--- config.mk ---
export PLATFORM = sky130hd
export DESIGN_NAME = compact_size_string_deserializer_flat
export DESIGN_NICKNAME = d
export VERILOG_FILES = /design/src/sv/csd_pkg.sv /design/src/sv/csd_req_if.sv /design/src/sv/csd_rsp_if.sv /design/src/sv/compact_size_string_deserializer.sv /design/src/flat_wrapper.sv
export VERILOG_INCLUDE_DIRS = /design/src /design/src/sv
export SDC_FILE = /design/constraint.sdc
export NUM_CORES = 1
export LEC_CHECK = 0
export ABC_CLOCK_PERIOD_IN_PS = 6100
export BUFFER_PORTS_ARGS = -buffer_cell sky130_fd_sc_hd__buf_2
export CAP_MARGIN = 20
export CORE_MARGIN = 5
export CORE_UTILIZATION = 59
export CTS_CLUSTER_DIAMETER = 30
export DETAILED_ROUTE_END_ITERATION = 7
export PLACE_DENSITY = 0.88
export SKIP_CTS_REPAIR_TIMING = 1
export SYNTH_ARGS = -nofsm -noshare
export SYNTH_HDL_FRONTEND = slang
export SYNTH_SLANG_ARGS = --single-unit
--- constraint.sdc ---
create_clock -name clock -period 6.1 [get_ports clock]
set_input_delay 0.305 -clock clock [delete_from_list [all_inputs] [get_ports clock]]
set_output_delay 0.305 -clock clock [all_outputs]
set_load 0.01 [all_outputs]
--- src/sv/assert_macros.svh ---
// Assertion macros for the RTL of the deserializer.
`ifndef ASSERT_MACROS_SVH
`define ASSERT_MACROS_SVH

// Implication checked at every rising edge of clock, quiet while reset is high.
`define ASSERT_IMPL(label, cond, prop, msg) \
   label: assert property (@(posedge clock) disable iff (reset) (cond) |-> (prop)) \
      else $error(msg);

// Plain invariant checked at every rising edge of clock, quiet while reset is high.
`define ASSERT_ALWAYS(label, prop, msg) \
   label: assert property (@(posedge clock) disable iff (reset) (prop)) \
      else $error(msg);

`endif

--- src/sv/csd_pkg.sv ---
// Shared widths, result kinds and types of the compact size deserializer.
package csd_pkg;

   localparam int BYTE_W = 8;
   localparam int LEN_W  = 32;
   localparam int KIND_W = 2;

   // Result kinds.
   localparam logic [KIND_W-1:0] KIND_LEN  = 2'd0;
   localparam logic [KIND_W-1:0] KIND_BYTE = 2'd1;
   localparam logic [KIND_W-1:0] KIND_ERR  = 2'd2;

   // Prefix markers that announce 2, 4 and 8 extension bytes.
   localparam logic [BYTE_W-1:0] MARK_U16 = 8'd253;
   localparam logic [BYTE_W-1:0] MARK_U32 = 8'd254;
   localparam logic [BYTE_W-1:0] MARK_U64 = 8'd255;

   typedef struct packed {
      logic [KIND_W-1:0] kind;
      logic [LEN_W-1:0]  length;
      logic [BYTE_W-1:0] data;
      logic              last;
   } rsp_type;

endpackage

--- src/sv/csd_req_if.sv ---
// Input byte channel of the compact size deserializer.
interface csd_req_if;
   logic                       valid;
   logic                       ready;
   logic [csd_pkg::BYTE_W-1:0] in_byte;
   logic                       in_end;

   modport source (output valid, output in_byte, output in_end, input ready);
   modport sink (input valid, input in_byte, input in_end, output ready);
endinterface

--- src/sv/csd_rsp_if.sv ---
// Result channel of the compact size deserializer.
interface csd_rsp_if;
   logic                       valid;
   logic                       ready;
   logic [csd_pkg::KIND_W-1:0] out_kind;
   logic [csd_pkg::LEN_W-1:0]  out_length;
   logic [csd_pkg::BYTE_W-1:0] out_byte;
   logic                       out_last;

   modport source (output valid, output out_kind, output out_length, output out_byte,
                   output out_last, input ready);
   modport sink (input valid, input out_kind, input out_length, input out_byte,
                 input out_last, output ready);
endinterface

--- src/sv/compact_size_string_deserializer.sv ---
// Top level of the compact size length and string deserializer.
//
// The req_ch channel brings one raw byte per beat, with in_end set on the final
// byte of a buffer. The block decodes a little-endian compact size prefix (one
// byte below 253, or a marker followed by 2, 4 or 8 bytes, kept to 32 bits) and
// sends the length as one beat on rsp_ch. In string mode a nonzero length is
// followed by that many payload beats, the last one flagged. A buffer that ends
// inside a field gives one error beat; payload beats already sent are void.
// csr_we writes csr_wdata into the string mode bit; it is sampled only when a
// length completes.
// Every input byte is decoded in the cycle in which it is accepted, so a beat
// can be taken on every clock while req_ch.ready is high. A result is written
// into the result register, or into one skid register behind it when the
// receiver stalls with a result already waiting. The two registers part the
// two sides: req_ch.ready drops only once both hold a result.
// A synchronous reset empties both registers, returns the parser to the prefix
// phase and sets string mode.
module compact_size_string_deserializer (
   input logic       clock,
   input logic       reset,
   csd_req_if.sink   req_ch,
   csd_rsp_if.source rsp_ch,
   input logic       csr_we,
   input logic       csr_wdata
);

`include "assert_macros.svh"

   // Parser phases.
   localparam logic [1:0] PH_PREFIX  = 2'd0;
   localparam logic [1:0] PH_EXT     = 2'd1;
   localparam logic [1:0] PH_PAYLOAD = 2'd2;

   logic                       mode_ff;
   logic [1:0]                 phase_ff, phase_in;
   logic [3:0]                 left_ff, left_in;
   logic [2:0]                 shift_ff, shift_in;
   logic [csd_pkg::LEN_W-1:0]  accum_ff, accum_in;
   logic [csd_pkg::LEN_W-1:0]  payload_ff, payload_in;

   logic                       out_valid_ff, out_valid_in;
   csd_pkg::rsp_type           out_ff, out_in;
   logic                       skid_valid_ff, skid_valid_in;
   csd_pkg::rsp_type           skid_ff, skid_in;

   logic                       accept;
   logic                       out_take;
   logic                       res_valid;
   csd_pkg::rsp_type           res;

   logic [csd_pkg::BYTE_W-1:0] b;
   logic                       b_end;
   logic [csd_pkg::LEN_W-1:0]  ext_accum;
   logic [3:0]                 ext_left;
   logic [csd_pkg::LEN_W-1:0]  payload_dec;
   logic [csd_pkg::LEN_W-1:0]  fin_len;
   logic                       fin_go;

   assign b        = req_ch.in_byte;
   assign b_end    = req_ch.in_end;
   assign accept   = req_ch.valid && req_ch.ready;
   assign out_take = out_valid_ff && rsp_ch.ready;

   // Only the first four extension bytes land in the 32-bit length.
   assign ext_accum = shift_ff[2] ? accum_ff :
                      (accum_ff | (csd_pkg::LEN_W'(b) << {shift_ff[1:0], 3'b000}));
   assign ext_left    = left_ff - 4'd1;
   assign payload_dec = payload_ff - 1'b1;

   always_comb begin
      phase_in   = phase_ff;
      left_in    = left_ff;
      shift_in   = shift_ff;
      accum_in   = accum_ff;
      payload_in = payload_ff;
      res_valid  = 1'b0;
      res        = '{kind: csd_pkg::KIND_LEN, length: '0, data: '0, last: 1'b0};
      fin_go     = 1'b0;
      fin_len    = ext_accum;

      unique case (phase_ff)
         PH_EXT: begin
            shift_in = shift_ff + 3'd1;
            left_in  = ext_left;
            accum_in = ext_accum;
            if (ext_left == 4'd0) begin
               fin_go  = 1'b1;
               fin_len = ext_accum;
            end else if (b_end) begin
               res_valid = 1'b1;
               res.kind  = csd_pkg::KIND_ERR;
            end
         end
         PH_PAYLOAD: begin
            payload_in = payload_dec;
            res_valid  = 1'b1;
            res.kind   = csd_pkg::KIND_BYTE;
            res.data   = b;
            if (payload_dec == '0) begin
               phase_in = PH_PREFIX;
               res.last = 1'b1;
            end else if (b_end) begin
               res.kind = csd_pkg::KIND_ERR;
               res.data = '0;
            end
         end
         default: begin
            if (b < csd_pkg::MARK_U16) begin
               fin_go  = 1'b1;
               fin_len = csd_pkg::LEN_W'(b);
            end else if (b_end) begin
               res_valid = 1'b1;
               res.kind  = csd_pkg::KIND_ERR;
            end else begin
               phase_in = PH_EXT;
               shift_in = 3'd0;
               accum_in = '0;
               left_in  = (b == csd_pkg::MARK_U16) ? 4'd2 :
                          ((b == csd_pkg::MARK_U32) ? 4'd4 : 4'd8);
            end
         end
      endcase

      // A complete length ends the field, opens a payload, or gives an error if the buffer ends first.
      if (fin_go) begin
         left_in    = 4'd0;
         shift_in   = 3'd0;
         accum_in   = '0;
         res_valid  = 1'b1;
         res.length = fin_len;
         if (mode_ff && (fin_len != '0)) begin
            if (b_end) begin
               res.kind   = csd_pkg::KIND_ERR;
               res.length = '0;
            end else begin
               phase_in   = PH_PAYLOAD;
               payload_in = fin_len;
            end
         end else begin
            phase_in   = PH_PREFIX;
            payload_in = '0;
            res.last   = 1'b1;
         end
      end

      // An error closes the field and clears the parser.
      if (res_valid && (res.kind == csd_pkg::KIND_ERR)) begin
         res.last   = 1'b1;
         phase_in   = PH_PREFIX;
         left_in    = 4'd0;
         shift_in   = 3'd0;
         accum_in   = '0;
         payload_in = '0;
      end
   end

   // Result register with a skid register behind it.
   always_comb begin
      out_valid_in  = out_valid_ff;
      out_in        = out_ff;
      skid_valid_in = skid_valid_ff;
      skid_in       = skid_ff;
      if (out_take || !out_valid_ff) begin
         if (skid_valid_ff) begin
            out_valid_in  = 1'b1;
            out_in        = skid_ff;
            skid_valid_in = accept && res_valid;
            skid_in       = res;
         end else begin
            out_valid_in = accept && res_valid;
            out_in       = res;
         end
      end else if (accept && res_valid) begin
         skid_valid_in = 1'b1;
         skid_in       = res;
      end
   end

   always_ff @(posedge clock) begin
      if (reset) begin
         mode_ff       <= 1'b1;
         phase_ff      <= PH_PREFIX;
         left_ff       <= 4'd0;
         shift_ff      <= 3'd0;
         accum_ff      <= '0;
         payload_ff    <= '0;
         out_valid_ff  <= 1'b0;
         skid_valid_ff <= 1'b0;
      end else begin
         if (csr_we) begin
            mode_ff <= csr_wdata;
         end
         if (accept) begin
            phase_ff   <= phase_in;
            left_ff    <= left_in;
            shift_ff   <= shift_in;
            accum_ff   <= accum_in;
            payload_ff <= payload_in;
         end
         out_valid_ff  <= out_valid_in;
         skid_valid_ff <= skid_valid_in;
      end
   end

   always_ff @(posedge clock) begin
      out_ff  <= out_in;
      skid_ff <= skid_in;
   end

   assign req_ch.ready      = !skid_valid_ff;
   assign rsp_ch.valid      = out_valid_ff;
   assign rsp_ch.out_kind   = out_ff.kind;
   assign rsp_ch.out_length = out_ff.length;
   assign rsp_ch.out_byte   = out_ff.data;
   assign rsp_ch.out_last   = out_ff.last;

   `ASSERT_IMPL(a_skid_behind_out, skid_valid_ff, out_valid_ff, "skid full with result register empty")
   `ASSERT_IMPL(a_skid_after_stall, skid_valid_ff, $past(out_valid_ff && !rsp_ch.ready) || $past(skid_valid_ff), "skid filled without a stall")
   `ASSERT_IMPL(a_payload_nonzero, phase_ff == PH_PAYLOAD, payload_ff != '0, "payload phase with no bytes left")
   `ASSERT_IMPL(a_ext_nonzero, phase_ff == PH_EXT, left_ff != 4'd0, "extension phase with no bytes left")

endmodule
--- src/flat_wrapper.sv ---
// flat-port wrapper written by rule: the top's interface ports become plain ports
module compact_size_string_deserializer_flat 
  (clock, reset, csr_we, csr_wdata, req_ch_valid, req_ch_in_byte, req_ch_in_end, req_ch_ready, rsp_ch_valid, rsp_ch_out_kind, rsp_ch_out_length, rsp_ch_out_byte, rsp_ch_out_last, rsp_ch_ready);
  csd_req_if req_ch_i ();
  csd_rsp_if rsp_ch_i ();
  input logic clock;
  input logic reset;
  input logic csr_we;
  input logic csr_wdata;
  input wire logic [$bits(req_ch_i.valid)-1:0] req_ch_valid;
  input wire logic [$bits(req_ch_i.in_byte)-1:0] req_ch_in_byte;
  input wire logic [$bits(req_ch_i.in_end)-1:0] req_ch_in_end;
  output wire logic [$bits(req_ch_i.ready)-1:0] req_ch_ready;
  output wire logic [$bits(rsp_ch_i.valid)-1:0] rsp_ch_valid;
  output wire logic [$bits(rsp_ch_i.out_kind)-1:0] rsp_ch_out_kind;
  output wire logic [$bits(rsp_ch_i.out_length)-1:0] rsp_ch_out_length;
  output wire logic [$bits(rsp_ch_i.out_byte)-1:0] rsp_ch_out_byte;
  output wire logic [$bits(rsp_ch_i.out_last)-1:0] rsp_ch_out_last;
  input wire logic [$bits(rsp_ch_i.ready)-1:0] rsp_ch_ready;
  assign req_ch_i.valid = req_ch_valid;
  assign req_ch_i.in_byte = req_ch_in_byte;
  assign req_ch_i.in_end = req_ch_in_end;
  assign req_ch_ready = req_ch_i.ready;
  assign rsp_ch_valid = rsp_ch_i.valid;
  assign rsp_ch_out_kind = rsp_ch_i.out_kind;
  assign rsp_ch_out_length = rsp_ch_i.out_length;
  assign rsp_ch_out_byte = rsp_ch_i.out_byte;
  assign rsp_ch_out_last = rsp_ch_i.out_last;
  assign rsp_ch_i.ready = rsp_ch_ready;
  compact_size_string_deserializer u_core (.clock(clock), .reset(reset), .req_ch(req_ch_i), .rsp_ch(rsp_ch_i), .csr_we(csr_we), .csr_wdata(csr_wdata));
endmodule
Word level (Yosys, flattened, before mapping):

Cells that the tools add are included.

* flip-flop bits (word level): 162
* input port bits: 15
* output and inout bits: 45
* logic and storage cells: 111

* add/subtract/negate cells: 3
* order comparisons: 1
* equality and inequality tests: 9
* shift operators: 1
* mux-type cells: 65
* bitwise operators: 1
* reduce and logical (&&, ||, !) cells: 15

Operators by type and width (count)
* 2-to-1 mux 32 bit: 12
* 2-to-1 mux 43 bit: 4
* 2-to-1 mux 34 bit: 3
* case mux 32 bit (2 select lines): 1
* zero test 32 bit: 1
* bitwise OR 32 bit: 1
* nonzero test 32 bit: 1
* left shift 8 x 5 -> 32 bit: 1
* subtractor 32 x 1 -> 32 bit, second input constant: 1
* 2-to-1 mux 2 bit: 12
* 2-to-1 mux 4 bit: 6
* equality test 8 bit, second input constant: 2
* 2-to-1 mux 8 bit: 2
* 2-to-1 mux 1 bit: 14
* 2-to-1 mux 3 bit: 4
* 2-to-1 mux 9 bit: 1
* < comparator 8 bit, second input constant: 1
* case mux 2 bit (2 select lines): 2
* case mux 4 bit (2 select lines): 1
* case mux 3 bit (2 select lines): 1
* logical AND 1 bit: 5
* equality test 2 bit, second input constant: 2
* zero test 4 bit: 1
* inequality test 4 x 1 -> 1 bit, second input constant: 1
* other kinds (13): 15

Depth between registers and ports, before layout:

* depth after elaboration: 14
* mapped depth: 16
* gate-level depth less buffers: 11

Least setup slack after synthesis:

OpenSTA, ideal clock, no wires.

* kind: register to register
* start: reg u_core.payload_ff[15] (netlist name)
* end: reg u_core.accum_ff[10] (netlist name)
* setup time: 0.071 ns
* arrival time: 3.290 ns
* data required time: 6.029 ns
* path slack: 2.739 ns
* stages on the path, launching flop included: 16
* path buffers: 6
* period minus slack after synthesis: 3.361 ns
* path through: dfxtp_1 buf_6 or4_4 or3_1 clkbuf_2 o31a_1 nor4_1 nand4_1 o31a_1 buf_6 a211o_1 buf_6 a21oi_2 buf_6 buf_8 o2bb2ai_1

* cells in the longest elaborated chain, start to end: 11
* elaborated cells on any way between the ends: 14
* those cells by class: add/sub (1); eq/ne (4); mux (6); reduce/logical (3)

Ends and longest elaborated chain
* from (decl): line compact_size_string_deserializer.sv:39 `logic [csd_pkg::LEN_W-1:0] payload_ff, payload_in;`
* from (signal assigned): line compact_size_string_deserializer.sv:198 `payload_ff <= payload_in;`
* subtractor 32 x 1 -> 32 bit (*): line compact_size_string_deserializer.sv:68 `assign payload_dec = payload_ff - 1'b1;`
* zero test 32 bit (*): line compact_size_string_deserializer.sv:99 `if (payload_dec == '0) begin`
* 2-to-1 mux 2 bit (*): line compact_size_string_deserializer.sv:99
* case mux 2 bit (2 select lines) (*): line compact_size_string_deserializer.sv:81 `unique case (phase_ff)`
* 2-to-1 mux 34 bit: line compact_size_string_deserializer.sv:132 `if (b_end) begin`
* 2-to-1 mux 34 bit: line compact_size_string_deserializer.sv:131 `if (mode_ff && (fin_len != '0)) begin`
* 2-to-1 mux 34 bit (*): line compact_size_string_deserializer.sv:125 `if (fin_go) begin`
* equality test 2 bit (*): line compact_size_string_deserializer.sv:147 `if (res_valid && (res.kind == csd_pkg::KIND_ERR)) begin`
* logical AND 1 bit (*): line compact_size_string_deserializer.sv:147
* inequality test 4 x 3 -> 1 bit (no line), or another cell as far along
* AND reduction 4 bit (no line)
* to (signal assigned): line compact_size_string_deserializer.sv:197 `accum_ff <= accum_in;`
* to (decl): line compact_size_string_deserializer.sv:38 `logic [csd_pkg::LEN_W-1:0] accum_ff, accum_in;`

Mark *: on every way between the ends. The rest lies on a longest branch, timed or not.
A chain may end at the register's enable or synchronous reset.

Worst setup path after layout:

* start: reg u_core.phase_ff[0]
* end: reg u_core.shift_ff[2]

* cells in the longest elaborated chain, start to end: 11
* elaborated cells on any way between the ends: 22
* those cells by class: eq/ne (6); mux (11); reduce/logical (5)

Ends and longest elaborated chain
* from (decl): line compact_size_string_deserializer.sv:35 `logic [1:0] phase_ff, phase_in;`
* from (signal assigned): line compact_size_string_deserializer.sv:194 `phase_ff <= phase_in;`
* equality test 2 x 1 -> 1 bit or equality test 2 bit (tied branches): line compact_size_string_deserializer.sv:81
* OR reduction 2 bit (no line)
* 2-to-1 mux 32 bit
* nonzero test 32 bit: line compact_size_string_deserializer.sv:131
* logical AND 1 bit: line compact_size_string_deserializer.sv:131
* 2-to-1 mux 34 bit: line compact_size_string_deserializer.sv:131
* 2-to-1 mux 34 bit: line compact_size_string_deserializer.sv:125
* equality test 2 bit: line compact_size_string_deserializer.sv:147
* logical AND 1 bit: line compact_size_string_deserializer.sv:147
* inequality test 4 x 3 -> 1 bit (no line), or another cell as far along
* AND reduction 4 bit (no line)
* to (signal assigned): line compact_size_string_deserializer.sv:196 `shift_ff <= shift_in;`
* to (decl): line compact_size_string_deserializer.sv:37 `logic [2:0] shift_ff, shift_in;`

Several ways; a longest one is shown, not always the timed one.

==> results.yml <==
floorplanning:
  coreArea_mm2: 0.0140
  die_h_um: 130
  die_w_um: 130
  die_area_mm2: 0.0169
  rows: 43
  start_util_pct: 60.7
  ios: 60
worst_setup_path:
  cp_cell_sequence: "inv_1, ha_1, clkinv_1, o22ai_1, o311ai_0, nor4b_1, nand3_1, o221a_2, a21oi_2, nand3_1, o32ai_1"
  worstReg2RegEnd: "u_core.shift_ff[2]$_SDFFE_PP0P_"
  reg2reg_depth: 11
  crit_arrival_ns: 5.15
  cp_slowest_stage_delay_ns: 0.74
  crit_slowest_cell: "ha_1"
  crit_top_cell: "nand3_1"
  crit_required_ns: 6.43
  start_kind: "register"
  r2r_start: "u_core.phase_ff[0]$_SDFFE_PP0P_"
  reg2reg_slack_ns: 1.28
  end_kind: "register"
  critPathKind: "register to register"
  cp_max_fo: 24
cells_and_area:
  num_antenna_cells: 0
  fin_cells: 1122
  final_net_count: 952
  multi_input_comb_area_mm2: 0.00399
  fillers: 1072
  drive_gt1_share_pct: 14.6
  area_growth_pct: 10.7
  ff_latch_area_mm2: 0.00411
run:
  max_cap_viol_count: 0
sta:
  hold_viol: 0
  tightest_slew_ns: 0.972
  period_share_pct: 79.0
  fin_crit_ns: 4.82
  slew_headroom_pct: 35.0
  finalSetupViolCount: 0
  fmax_mhz: 207
  finalWorstSetupSlack_ns: 1.28
  setup_tns_ns: 0
  finalMaxSlewViolations: 0
  rsz0062_at_grt: "false"
  clock_skew_ns: 0.00747
logic_synthesis:
  synth_edf_count: 86
  synth_seq_cells: 162
  synthCells: 917
  synthesis.area_mm2: 0.00849
  syn_nets: 940
  ys_warn_count: 0
  synthArstFlopShare_pct: 0
  syn_area_per_cell_um2: 9.26
  yosysSeqAreaShare_pct: 48.3
  synth_flop_cell: "edfxtp_1"
  yosys.cell_types.count: 68
clocking:
  numCtsBuffers: 17
  clock_latency_ns: 0.43
  clkSinkCount: 162
  clock-root-buffer: "clkbuf_16"
  clock_path_buffers: 2
  cts_max_level: 4
  clkTransAtPathRegs_ns: 0.07
  cts_tree: "done"
global_route:
  antenna_found_initial: 1
  grt_pass1_wl_mm: 35.9
  first_global_vias: 6853
  grt_max_degree: 61
  track_usage_pct: 27.0
  grt-ovfl-total: 0
run_status:
  status: "finished with violations"
  violations: "DRC"
hold_path:
  min-delay-start: "csr_we"
  hold_end: "u_core.mode_ff$_SDFFE_PP1P_"
  hold_depth: 2
  hp-class: "input port to register"
power:
  power_density_mw_per_mm2: 282
  p_leak_nw: 3.41
  ir_drop_mv: 0.202
  total_power_mw: 2.65
detailed_routing:
  wire_per_inst_um: 20.1
  dr.first_iter.drc_count: 1202
  num_vias: 7487
  totalWireLength_mm: 22.6
  dr.pass1.iters: 8
  postRouteAntennaNets: 0
  route.detailed.drc: 1
  via_per_inst: 6.67
place:
  gp_congestion: 1.00
  dp_slack_ns: 1.47
  place_inst: 1090
  dp_hpwl_mm: 14.7
  io_buffers: 59
-- sequential cells by signal, summed over array words and instances (netlist names) --
| signal | count |
|---|---|
| u_core.accum_ff | 32 |
| u_core.skid_valid_ff | 1 |
| u_core.payload_ff | 32 |
| u_core.rsp_ch.out_length | 32 |
| u_core.left_ff | 4 |
| u_core.shift_ff | 3 |
| u_core.rsp_ch.out_byte | 8 |
| u_core.rsp_ch.out_kind | 2 |
| u_core.phase_ff | 2 |
| u_core.skid_ff | 43 |
| u_core.mode_ff | 1 |
| u_core.rsp_ch.valid | 1 |
| u_core.rsp_ch.out_last | 1 |
-- worst max-delay path: cells and delay by family, from the launching register on --
family	cells	cell delay, ns
AO/OA/AOI/OAI	5	1.67
flip-flops	1	0.36
adder cells (fa/ha/maj)	1	0.74
AND/OR/NAND/NOR	3	1.40
buffers and inverters	2	0.53
-- how the worst max path moves through the flow --
stage	depth (start not counted)	slack, ns	to	startpoint
finish	11	1.28	u_core.shift_ff[2]$_SDFFE_PP0P_	u_core.phase_ff[0]$_SDFFE_PP0P_
global route	11	0.95	u_core.shift_ff[2]$_SDFFE_PP0P_	u_core.phase_ff[0]$_SDFFE_PP0P_
CTS	11	1.45	u_core.shift_ff[2]$_SDFFE_PP0P_	u_core.phase_ff[0]$_SDFFE_PP0P_
detailed placement	11	1.47	u_core.shift_ff[2]$_SDFFE_PP0P_	u_core.phase_ff[0]$_SDFFE_PP0P_
global placement	11	1.63	u_core.shift_ff[2]$_SDFFE_PP0P_	u_core.phase_ff[0]$_SDFFE_PP0P_
floorplan	15	2.74	u_core.accum_ff[10]$_SDFFE_PP0P_	u_core.payload_ff[15]$_SDFFE_PP0P_
-- placed cells by master (no fill, tap or decap), drive strengths merged, types with 6 or more instances in the layout --
| master | n |
|---|---|
| xor2 | 11 |
| nor4 | 23 |
| a41oi | 7 |
| nor2b | 7 |
| o211ai | 9 |
| nand2b | 6 |
| nor2 | 75 |
| mux2 | 17 |
| or2 | 8 |
| nand2 | 119 |
| and2 | 13 |
| nor3 | 23 |
| nand3 | 21 |
| clkbuf | 25 |
| edfxtp | 86 |
| ha | 8 |
| o31a | 6 |
| a31oi | 8 |
| o21ai | 43 |
| or3 | 8 |
| inv | 22 |
| a211oi | 7 |
| a21oi | 61 |
| dfxtp | 76 |
| nand4 | 31 |
| o31ai | 35 |
| or4 | 8 |
| buf | 70 |
| xnor2 | 23 |
| o2bb2ai | 26 |
-- per-layer routing --
layer	GRT usage (%)	up-vias	part of all wire, %
met5	0	-	0.088
met4	9.29	2	2.9
met3	6.51	73	9.9
met2	42.5	458	46
met1	37.0	3525	41
li1	-	3429	-
-- synth_stat cells (5+ instances only) --
| master | number | area [um^2] |
|---|---|---|
| nand2_1 | 119 | 447 |
| edfxtp_1 | 86 | 2580 |
| dfxtp_1 | 76 | 1520 |
| nor2_1 | 75 | 282 |
| clkbuf_1 | 60 | 225 |
| a21oi_1 | 59 | 295 |
| o21ai_0 | 40 | 200 |
| o31ai_1 | 35 | 263 |
| nand4_1 | 31 | 194 |
| o2bb2ai_1 | 26 | 228 |
| nor3_1 | 23 | 115 |
| xnor2_1 | 23 | 201 |
| nor4_1 | 22 | 138 |
| nand3_1 | 21 | 105 |
| inv_1 | 18 | 67.6 |
| mux2_2 | 17 | 191 |
| and2_1 | 13 | 81.3 |
| xor2_1 | 11 | 96.3 |
| o211ai_1 | 9 | 67.6 |
| a31oi_1 | 8 | 50.1 |
| ha_1 | 8 | 100 |
| or2_2 | 8 | 50.1 |
| or3_1 | 8 | 50.1 |
| a41oi_1 | 7 | 61.3 |
| buf_1 | 7 | 26.3 |
| nor2b_1 | 7 | 43.8 |
| or4_1 | 7 | 52.6 |
| a211oi_1 | 6 | 45.0 |
| nand2b_1 | 6 | 37.5 |
| o31a_1 | 6 | 52.6 |
| a22oi_1 | 5 | 37.5 |
| nor4b_1 | 5 | 43.8 |
-- stage by stage --
step	hold slack (ns)	area (um^2)	util [%]
after floorplan	0.421	8490	-
after global placement	0.445	8770	62.7
after detailed placement	0.450	8770	62.7
after CTS	0.0748	9400	67.2
after global routing	0.0987	9400	67.2
final	0.0796	9400	67.2
-- kinds of logic after synthesis --
| kind of cell | share of synthesized area [%] |
|---|---|
| AO/OA/AOI/OAI | 18.8 |
| XOR/XNOR | 3.51 |
| adder cells (fa/ha/maj) | 1.18 |
| buffers and inverters | 4.85 |
| flip-flops | 48.3 |
| multiplexers | 2.25 |
| AND/OR/NAND/NOR | 21.1 |
-- power breakdown --
part           internal (mW)  switching [mW]
registers               1.19          0.0219
logic                  0.107           0.212
clock network          0.672           0.440
total                   1.97           0.674
-- area by class of cell --
class | count | share of cell area [%]
Clock buffer | 25 | 5.82
Sequential cell | 162 | 43.7
Multi-Input combinational cell | 658 | 42.4
Clock inverter | 7 | 0.865
Tap cell | 180 | 2.40
Inverter | 20 | 0.799
Timing Repair Buffer | 70 | 4.02
No activity file was read; power rests on OpenSTA's default activity.
